File: src/rtl/pee_stack.sv
// Operand stack memory: one write port, one registered read port.
// Depends on nothing.
`timescale 1ns / 1ps
module pee_stack #(
  parameter int unsigned Depth = 128,
  localparam int unsigned AW = $clog2(Depth)
) (
  input  logic          clk_i,
  input  logic          we_i,
  input  logic [AW-1:0] waddr_i,
  input  logic [31:0]   wdata_i,
  input  logic [AW-1:0] raddr_i,
  output logic [31:0]   rdata_o
);
  logic [31:0] mem [Depth];
  always_ff @(posedge clk_i) begin
    if (we_i) mem[waddr_i] <= wdata_i;
    rdata_o <= mem[raddr_i];
  end
endmodule

File: config.mk
export PLATFORM = sky130hd
export DESIGN_NAME = pee_stack
export DESIGN_NICKNAME = d
export VERILOG_FILES = /design/src/rtl/pee_stack.sv
export SDC_FILE = /design/constraint.sdc
export NUM_CORES = 2
export LEC_CHECK = 0
export ABC_CLOCK_PERIOD_IN_PS = 9470
export BUFFER_PORTS_ARGS = -buffer_cell sky130_fd_sc_hd__buf_2
export CELL_PAD_IN_SITES_DETAIL_PLACEMENT = 1
export CELL_PAD_IN_SITES_GLOBAL_PLACEMENT = 1
export CORE_ASPECT_RATIO = 0.75
export CORE_MARGIN = 2
export CORE_UTILIZATION = 35
export DETAILED_ROUTE_END_ITERATION = 12
export MAX_ROUTING_LAYER = met4
export PLACE_DENSITY_LB_ADDON = 0.1
export SYNTH_ARGS = -nofsm -noshare
export SYNTH_HDL_FRONTEND = slang
export SYNTH_SLANG_ARGS = --single-unit
File: constraint.sdc
create_clock -name clk_i -period 9.47 [get_ports clk_i]
set_input_delay 0.4735 -clock clk_i [delete_from_list [all_inputs] [get_ports clk_i]]
set_output_delay 0.4735 -clock clk_i [all_outputs]
set_load 0.02 [all_outputs]
==> flow_summary.json <==
{
  "cts_buffers": 414,
  "start_kind": "input pin",
  "critPathTopFamily": "multiplexers",
  "ios": 80,
  "chipWidth_um": 775.6,
  "postSynthCellCount": 5990,
  "finalHoldViolations": 0,
  "p_leak_nw": 54.06,
  "numClockSinks": 4128,
  "critPathBufInv": 3,
  "switching_power_mw": 8.625,
  "worst_pin_slew_ps": 1325,
  "status": "finished clean",
  "p_int_mw": 30.24,
  "worst-endpoint-required_ps": 10340,
  "cts_tree": "yes",
  "start_util_pct": 35.15,
  "cap_violations": 0,
  "vdd_drop_max_v": 0.0001451,
  "finalSetupTns_ps": 0,
  "die-height_um": 582.7,
  "ys_ff_latch": 4128,
  "hold_path_class": "in2reg",
  "dieArea_um2": 451900,
  "antenna_found_initial": 87,
  "place.gp.congestion": 0.7535,
  "via_count": 71320,
  "seq_area_frac_synth_pct": 79.12,
  "cp_cell_sequence": "buf_12 > buf_12 > buf_12 > mux4_2 > mux4_2 > mux4_2 > mux2_2",
  "port_buffers": 79,
  "wl_um": 478600,
  "finClkSkew_ps": 45.34,
  "grt_pass1_vias": 73140,
  "yosysWarnings": 0,
  "met2_length_um": 211800,
  "slew_viol_final": 0,
  "pwr-share-comb_pct": 5.4,
  "route.detailed.drc": 0,
  "coreArea_um2": 444600,
  "slowest_delay_ps": 660,
  "nets": 6443,
  "max-slew-margin-rel_pct": 11.64,
  "critPathKind": "in2reg",
  "drive_gt1_share_pct": 35.51,
  "viasPerCell": 5.607,
  "met1Wirelength_um": 229200,
  "syn_area_um2": 156300,
  "grt_pass1_wl_um": 648400,
  "route.top_layer_used": "met4",
  "hpwl_um": 257100,
  "max_freq_ghz": 0.2667,
  "clk_latency_ps": 1000,
  "path_clk_slew_ps": 60,
  "fin_crit_sh_pct": 39.60,
  "p_total_mw": 38.87,
  "drt_pass1_iterations": 5,
  "postCtsSetupBuffers": 0,
  "postSynthAreaPerCell_um2": 26.09,
  "fin_crit_ps": 3750,
  "drt-wirelength-per-cell_um": 37.62,
  "wl_met3_um": 29380,
  "cp_slowest_cell": "mux4_2",
  "htreeDepth": 5,
  "grt_usage_pct": 21.59,
  "power.density_nw_per_um2": 216.7,
  "cts_root_buf": "clkbuf_16",
  "pwr-share-seq_pct": 52.1,
  "grt_max_degree": 122,
  "num_rows": 212,
  "cp.arrival_ps": 4620,
  "cts_resized": 0,
  "area_growth_pct": 14.79,
  "end_kind": "flop",
  "cts.hold.buffers_added": 7,
  "cts_buffer_depth": 4,
  "drt_iter0_drc": 8864,
  "antenna_left": 0,
  "clockPowerShare_pct": 42.5,
  "grt_overflow": 0,
  "crit_fanout": 85,
  "rsz0062_at_grt": "no",
  "ys_types": 17,
  "finalSetupViolCount": 0,
  "synth_nets": 6038,
  "power.share.switching_pct": 22.19
}
final cells by class:
class	count	area [um2]
well taps	5885	7363
repair buffers	305	2471
clock buffers	520	10940
diodes	99	247.7
clock inverters	237	2431
fillers	40390	265200
flip-flops and latches	4128	123600
multi-input cells	1546	32290
layer usage:
metal | vias up | global-route usage [%]
met5 | - | -
met4 | 0 | 3.916
met3 | 515 | 3.463
met2 | 2293 | 30.92
met1 | 41130 | 33.01
li1 | 27380 | -
registers in the layout (all words and copies together), names as in the netlist:
register / cells
mem: 4096
rdata_o: 32
worst paths after layout:
check	from	endpoint	slack (ps)	depth (start not counted)
max	raddr_i[0]	rdata_o[6]	5720	7
min	wdata_i[26]	mem[84][26]	50	1
max reg2reg	mem[50][16]	rdata_o[16]	6760	4
min reg2reg	mem[76][16]	rdata_o[16]	1130	4
cell usage in the layout (no fill, tap or decap), types with 8 or more instances in the layout:
master | Yosys | final
edfxtp_1 | 4096 | 4096
clkbuf_16 | 0 | 417
nor3_2 | 0 | 9
dfxtp_1 | 32 | 32
nand2_1 | 14 | 11
clkbuf_1 | 182 | 91
buf_4 | 3 | 235
clkinv_2 | 0 | 73
inv_6 | 0 | 11
buf_12 | 0 | 19
buf_2 | 79 | 40
clkinvlp_4 | 0 | 12
nand3_1 | 12 | 8
bufinv_16 | 0 | 42
clkinv_1 | 0 | 83
mux4_2 | 1344 | 1344
diode_2 | 0 | 99
clkbuf_8 | 0 | 12
nor2_4 | 0 | 119
mux2_2 | 32 | 32
logic make-up after synthesis:
| group | Yosys count | synth area share [%] |
|---|---|---|
| flops | 4128 | 79.12 |
| mux | 1376 | 19.60 |
| buf+inv | 316 | 0.8391 |
| simple gates | 170 | 0.4460 |
worst register-to-register path, stage by stage (launching register included):
cell	delay, ps
edfxtp_1	370
mux4_2	470
mux4_2	690
mux4_2	720
mux2_2	360
power by group through the flow:
stage | sequential, mW | combinational [mW] | clock, mW
floorplan | 20.6 | 0.973 | 0
global placement | 20.6 | 2.09 | 0
detailed placement | 20.6 | 2.12 | 0
CTS | 20.2 | 2.13 | 16.9
global route | 20.2 | 2.20 | 17.5
finish | 20.2 | 2.10 | 16.5
cells in the mapped netlist:
cell / number / area (um2)
buf_1: 50 / 187.7
buf_2: 79 / 395.4
buf_4: 3 / 22.52
buf_6: 2 / 22.52
clkbuf_1: 182 / 683.2
dfxtp_1: 32 / 640.6
edfxtp_1: 4096 / 123000
mux2_2: 32 / 360.4
mux4_2: 1344 / 30270
nand2_1: 14 / 52.55
nand2b_1: 2 / 12.51
nand3_1: 12 / 60.06
nand4_1: 3 / 18.77
nor2_1: 122 / 457.9
nor2b_1: 7 / 43.79
nor3_1: 9 / 45.04
or3_1: 1 / 6.260
stage by stage:
step	area, um2	hold slack, ps	std cells	util, %	setup WS (ps)
after floorplan	156300	572.4	5990	-	5758
after global placement	165700	917.1	11860	37.27	4590
after detailed placement	165700	917.9	11860	37.27	4587
after CTS	179100	1.581	12620	40.29	5681
after global routing	179300	51.55	12700	40.34	5580
final	179400	49.58	12720	40.35	5720
Power figures use the tool's default switching activity.
