<file path="config.mk">
export PLATFORM = sky130hd
export DESIGN_NAME = pee_alu
export DESIGN_NICKNAME = d
export VERILOG_FILES = /design/src/rtl/pee_pkg.sv /design/src/rtl/pee_alu.sv
export SDC_FILE = /design/constraint.sdc
export NUM_CORES = 2
export LEC_CHECK = 0
export BUFFER_PORTS_ARGS = -buffer_cell sky130_fd_sc_hd__buf_2
export CORE_MARGIN = 2
export CORE_UTILIZATION = 61
export CTS_BUF_LIST = sky130_fd_sc_hd__clkbuf_2 sky130_fd_sc_hd__clkbuf_4 sky130_fd_sc_hd__clkbuf_8
export DETAILED_ROUTE_END_ITERATION = 10
export PLACE_DENSITY = 0.82
export SLEW_MARGIN = 15
export SYNTH_ARGS = -nofsm -noshare
export SYNTH_HDL_FRONTEND = slang
export SYNTH_SLANG_ARGS = --single-unit
</file>
<file path="constraint.sdc">
create_clock -name clk_i -period 6.97 [get_ports clk_i]
set_clock_uncertainty 0.15 [all_clocks]
set_input_delay 0.3485 -clock clk_i [delete_from_list [all_inputs] [get_ports clk_i]]
set_output_delay 0.3485 -clock clk_i [all_outputs]
set_load 0.01 [all_outputs]
</file>
<file path="src/rtl/pee_pkg.sv">
// Shared types and constants for the postfix expression evaluator.
// No dependencies.
`timescale 1ns / 1ps
package pee_pkg;
  localparam int unsigned StackDepthDef = 128;
  localparam logic [7:0] ChLowerA = 8'h61;
  localparam logic [7:0] ChMinus  = 8'h2D;
  localparam logic [7:0] ChPlus   = 8'h2B;
  localparam logic [7:0] ChStar   = 8'h2A;
  localparam logic [7:0] ChSlash  = 8'h2F;
  localparam logic [7:0] ChCaret  = 8'h5E;
  localparam logic [7:0] ChZero   = 8'h30;
  localparam logic [7:0] ChNine   = 8'h39;

  typedef enum logic [1:0] {
    OpAdd = 2'd0,
    OpMul = 2'd1,
    OpDiv = 2'd2,
    OpPow = 2'd3
  } alu_op_e;

  typedef struct packed {
    logic    start;
    alu_op_e op;
    logic [31:0] a;
    logic [31:0] b;
  } alu_req_t;

  typedef struct packed {
    logic        done;
    logic [31:0] res;
    logic        dz;
  } alu_rsp_t;
endpackage

</file>
<file path="src/rtl/pee_alu.sv">
// Multi-cycle arithmetic unit: add, multiply, radix-2 divide, square-and-multiply power.
// Depends on pee_pkg.
`timescale 1ns / 1ps
module pee_alu (
  input  logic              clk_i,
  input  logic              rst_ni,
  input  pee_pkg::alu_req_t req_i,
  output pee_pkg::alu_rsp_t rsp_o
);
  import pee_pkg::*;

  logic        busy_q, busy_d;
  alu_op_e     op_q, op_d;
  logic [31:0] x_q, x_d;   // divisor magnitude / base
  logic [31:0] y_q, y_d;   // quotient-remainder work / exponent
  logic [31:0] r_q, r_d;   // remainder / result
  logic [5:0]  cnt_q, cnt_d;
  logic        neg_q, neg_d;
  logic        done_q, done_d;
  logic        dz_q, dz_d;
  logic        phase_q, phase_d;  // power: 0 multiply result, 1 square base
  logic [31:0] ma, mb;
  logic [32:0] rem_sh;

  always_comb begin
    ma = req_i.a[31] ? 32'd0 - req_i.a : req_i.a;
    mb = req_i.b[31] ? 32'd0 - req_i.b : req_i.b;
    rem_sh = {r_q, y_q[31]};
    busy_d = busy_q; op_d = op_q; x_d = x_q; y_d = y_q; r_d = r_q;
    cnt_d = cnt_q; neg_d = neg_q; done_d = 1'b0; dz_d = 1'b0; phase_d = phase_q;
    if (req_i.start) begin
      op_d = req_i.op;
      case (req_i.op)
        OpAdd: begin
          r_d = req_i.a + req_i.b; done_d = 1'b1;
        end
        OpMul: begin
          r_d = req_i.a * req_i.b; done_d = 1'b1;
        end
        OpDiv: begin
          if (req_i.b == 32'd0) begin
            r_d = 32'd0; dz_d = 1'b1; done_d = 1'b1;
          end else begin
            x_d = mb; y_d = ma; r_d = 32'd0; cnt_d = 6'd32;
            neg_d = req_i.a[31] ^ req_i.b[31]; busy_d = 1'b1;
          end
        end
        default: begin
          if (req_i.b[31] || req_i.b == 32'd0) begin
            r_d = 32'd1; done_d = 1'b1;
          end else begin
            x_d = req_i.a; y_d = req_i.b; r_d = 32'd1; phase_d = 1'b0; busy_d = 1'b1;
          end
        end
      endcase
    end else if (busy_q) begin
      if (op_q == OpDiv) begin
        // shift one quotient bit into y, remainder in r
        if (rem_sh >= {1'b0, x_q}) begin
          r_d = 32'(rem_sh - {1'b0, x_q}); y_d = {y_q[30:0], 1'b1};
        end else begin
          r_d = rem_sh[31:0]; y_d = {y_q[30:0], 1'b0};
        end
        cnt_d = cnt_q - 6'd1;
        if (cnt_q == 6'd1) begin
          busy_d = 1'b0; done_d = 1'b1;
          r_d = neg_q ? 32'd0 - y_d : y_d;
        end
      end else begin
        if (!phase_q) begin
          if (y_q[0]) r_d = r_q * x_q;
          phase_d = 1'b1;
          if (y_q[31:1] == 31'd0) begin
            busy_d = 1'b0; done_d = 1'b1;
          end
        end else begin
          x_d = x_q * x_q; y_d = {1'b0, y_q[31:1]}; phase_d = 1'b0;
        end
      end
    end
  end

  always_ff @(posedge clk_i or negedge rst_ni) begin
    if (!rst_ni) begin
      busy_q <= 1'b0; done_q <= 1'b0; dz_q <= 1'b0;
    end else begin
      busy_q <= busy_d; done_q <= done_d; dz_q <= dz_d;
    end
  end

  always_ff @(posedge clk_i) begin
    op_q <= op_d; x_q <= x_d; y_q <= y_d; r_q <= r_d;
    cnt_q <= cnt_d; neg_q <= neg_d; phase_q <= phase_d;
  end

  assign rsp_o = '{done: done_q, res: r_q, dz: dz_q};
endmodule

</file>
==> results.txt <==
initial core utilization: 61.3%
Fin. Hold Viols: 0
drt wl/cell: 23.0 um
placed insts: 8,104
Max Cap Violations: 0
H-tree depth: 3
commonest non-fill, non-tap cells in the layout: 1,318 x inv_1, 1,137 x fa_1, 798 x nand2_1, 753 x buf_4, 512 x and2_1
layout cells sized above 1: 18.3%
syn nets: 8,070
Num CTS Buffers: 9
reg2reg setup slack: -540 ps
Clock Sink Count: 109
clock buffer depth: 2
Die Footprint: 0.0941 mm^2
register area share after synthesis: 5.83%
first-pass GRT wire length: 290,000 um
chip width: 307 um
Core Area: 0.0912 mm^2
most common cell after layout, fill and taps aside: inv_1
pre-CTS WS: -611 ps
Metal-1 WL: 68,100 um
Synth Register Bits: 109
vias in the first global route: 51,500
CP Class: reg -> reg
RSZ-0062 raised after global routing: true
Final HPWL DP: 157,000 um
Final Hold Slack: 160 ps
crit end category: flop
Startpoint Class: flop
final std cell area, no fill: 0.0659 mm^2
area grow syn2layout: 17.8%
ANT nets after route: 0
status: finished, violations left
Synth cell types: 74
initial DRC count: 5,064
failing checks: setup timing
remaining global-route overflow: 0
Post-synth EDFFs: 106
worst reg2reg startpoint: x_q[5]$_DFFE_PP_
met2 wire len: 86,300 um
fillers: 6,390
worst path required time: 6980 ps
Worst-Margin Slew: 1100 ps
# nets final: 8,702
Mapped Avg Cell Area: 8.79 um^2
area of the mapped netlist: 0.0559 mm^2
WL met3: 21,000 um
fin crit share: 108%
root buffer cell: clkbuf_8
RePlAce Congestion: 1.06
Hold WC Path Type: in -> async
# IOs: 103
CP arrival: 7520 ps
crit-path max FO: 7
Final Non-Filler Cells: 8,190
largest net degree at the start of global routing: 94
via count: 48,600
via density per instance: 5.94
Synth Flop Type: edfxtp_1
Slew Limit Fails: 0
Die H: 307 um
detailed-router iteration count before antenna repair: 6
synth warn: 0
Setup Viol. Count Final: 31
CP startpoint: x_q[5]$_DFFE_PP_
DRT Wirelength: 188,000 um
Reg2Reg Depth: 25
drc violations: 0
Row Count: 111
Mapped Cells: 6,359
Slew Limit Headroom: 26.7%
clk_lat worst skew: 410 ps
min Tclk post-route: 7510 ps
antenna violations before repair: 9
placed cell areas: 0.0638 mm^2
highest routed metal layer: met5
Setup WS post-layout: -544 ps
port bufs: 102
fmax: 133 MHz
clock transition at the registers of the reported paths: 100 ps
Async SR Flop Fraction: 2.75%
All-Layer GR Usage: 40.4%
CTS tree: yes
==> synthesized netlist by cell type, types with 18 or more instances <==
master / number / area share, %
a21o_1: 66 / 0.89
o21bai_1: 18 / 0.24
xnor2_1: 217 / 3.4
a211oi_1: 27 / 0.36
o21a_1: 27 / 0.36
nand3_1: 31 / 0.28
inv_1: 1356 / 9.1
and2_1: 521 / 5.8
nor2_1: 247 / 1.7
ha_1: 457 / 10
nor2b_1: 21 / 0.23
nor3_1: 37 / 0.33
or3_1: 21 / 0.23
clkbuf_1: 302 / 2.0
nand2b_1: 27 / 0.30
a21oi_1: 131 / 1.2
o31ai_1: 38 / 0.51
buf_1: 29 / 0.19
edfxtp_1: 106 / 5.7
fa_1: 1185 / 42
or4_1: 18 / 0.24
mux2i_1: 38 / 0.68
xor2_1: 145 / 2.3
o211ai_1: 70 / 0.94
o21ai_0: 188 / 1.7
nand2_1: 807 / 5.4
o41ai_1: 21 / 0.33
==> cells by family (layout without fill, tap and decap cells) <==
kind of cell / count (synthesis) / in the layout / share of synthesized area (%)
muxes: 41 / 41 / 0.741
other: 0 / 8 / 0
and+or+nand+nor: 1806 / 1806 / 15.5
adders and majority gates: 1642 / 1642 / 52.7
xor gates and xnor gates: 362 / 362 / 5.67
AOI/OAI and AO/OA: 699 / 699 / 8.16
buffers and inverters: 1700 / 2337 / 11.4
DFF: 109 / 109 / 5.83
==> layout make-up <==
type | count | area [um^2] | share of cell area (%)
clock buffers | 13 | 154 | 0.234
well taps | 1186 | 1480 | 2.25
inverters | 1363 | 5140 | 7.80
flip-flops and latches | 109 | 3260 | 4.95
multi-input cells | 4550 | 47700 | 72.5
clock inverters | 3 | 23.8 | 0.0361
repair buffers | 958 | 8060 | 12.2
diodes | 8 | 20.0 | 0.0304
==> worst max-delay path, cell delays in order, from the launching register on <==
cell	delay (ps)
edfxtp_1	490
buf_12	190
buf_6	120
inv_6	50
buf_12	140
nor2_2	50
fa_1	520
fa_1	440
fa_1	490
inv_1	50
fa_1	530
inv_1	60
fa_1	440
fa_1	550
fa_1	450
fa_2	600
ha_4	210
a21o_1	190
a21o_1	160
a21o_1	190
a21o_1	190
a31o_2	210
a22oi_2	200
a21oi_2	110
or2_4	230
a31o_2	240
==> metrics by stage <==
| step | util [%] | setup TNS (ps) |
|---|---|---|
| 6_report | 72.2 | -9180 |
| 4_1_cts | 71.0 | -6030 |
| 3_3_place_gp | 69.9 | -8290 |
| 3_5_place_dp | 69.9 | -12110 |
| 5_1_grt | 72.2 | -14660 |
| 2_1_floorplan | - | -186 |
==> per-layer routing <==
layer	global-route usage (%)	vias to the layer above
met5	0	-
met1	52.0	24100
li1	-	20600
met3	7.63	803
met2	65.4	3094
met4	20.8	6
==> state kept, by name, indices dropped and copies added (netlist names) <==
name,count
y_q,32
r_q,32
x_q,32
op_q,2
phase_q,1
neg_q,1
dz_q,1
cnt_q,6
busy_q,1
done_q,1
==> what timing repair did <==
item                                    CTS  global route
endpoints found under the setup margin   31            38
pin swaps                                92           117
hold buffers                              1             0
cloned                                    0             1
buffers inserted                         37            32
gates resized for setup                 135           193
hold endpoints to repair                  3             0
==> final timing paths <==
| path | endpoint |
|---|---|
| min in group clk_i | op_q[1]$_DFFE_PP_ |
| hold reg to reg | cnt_q[0]$_SDFFCE_PP0P_ |
| hold / removal | dz_q$_DFF_PN0_ |
| max in group asynchronous | done_q$_DFF_PN0_ |
| setup / recovery | x_q[28]$_DFFE_PP_ |
| setup reg to reg | x_q[28]$_DFFE_PP_ |
Power is left out: the tool's default activity adds up to more than one toggle a clock period on the data nets, which glitch-free logic cannot reach.
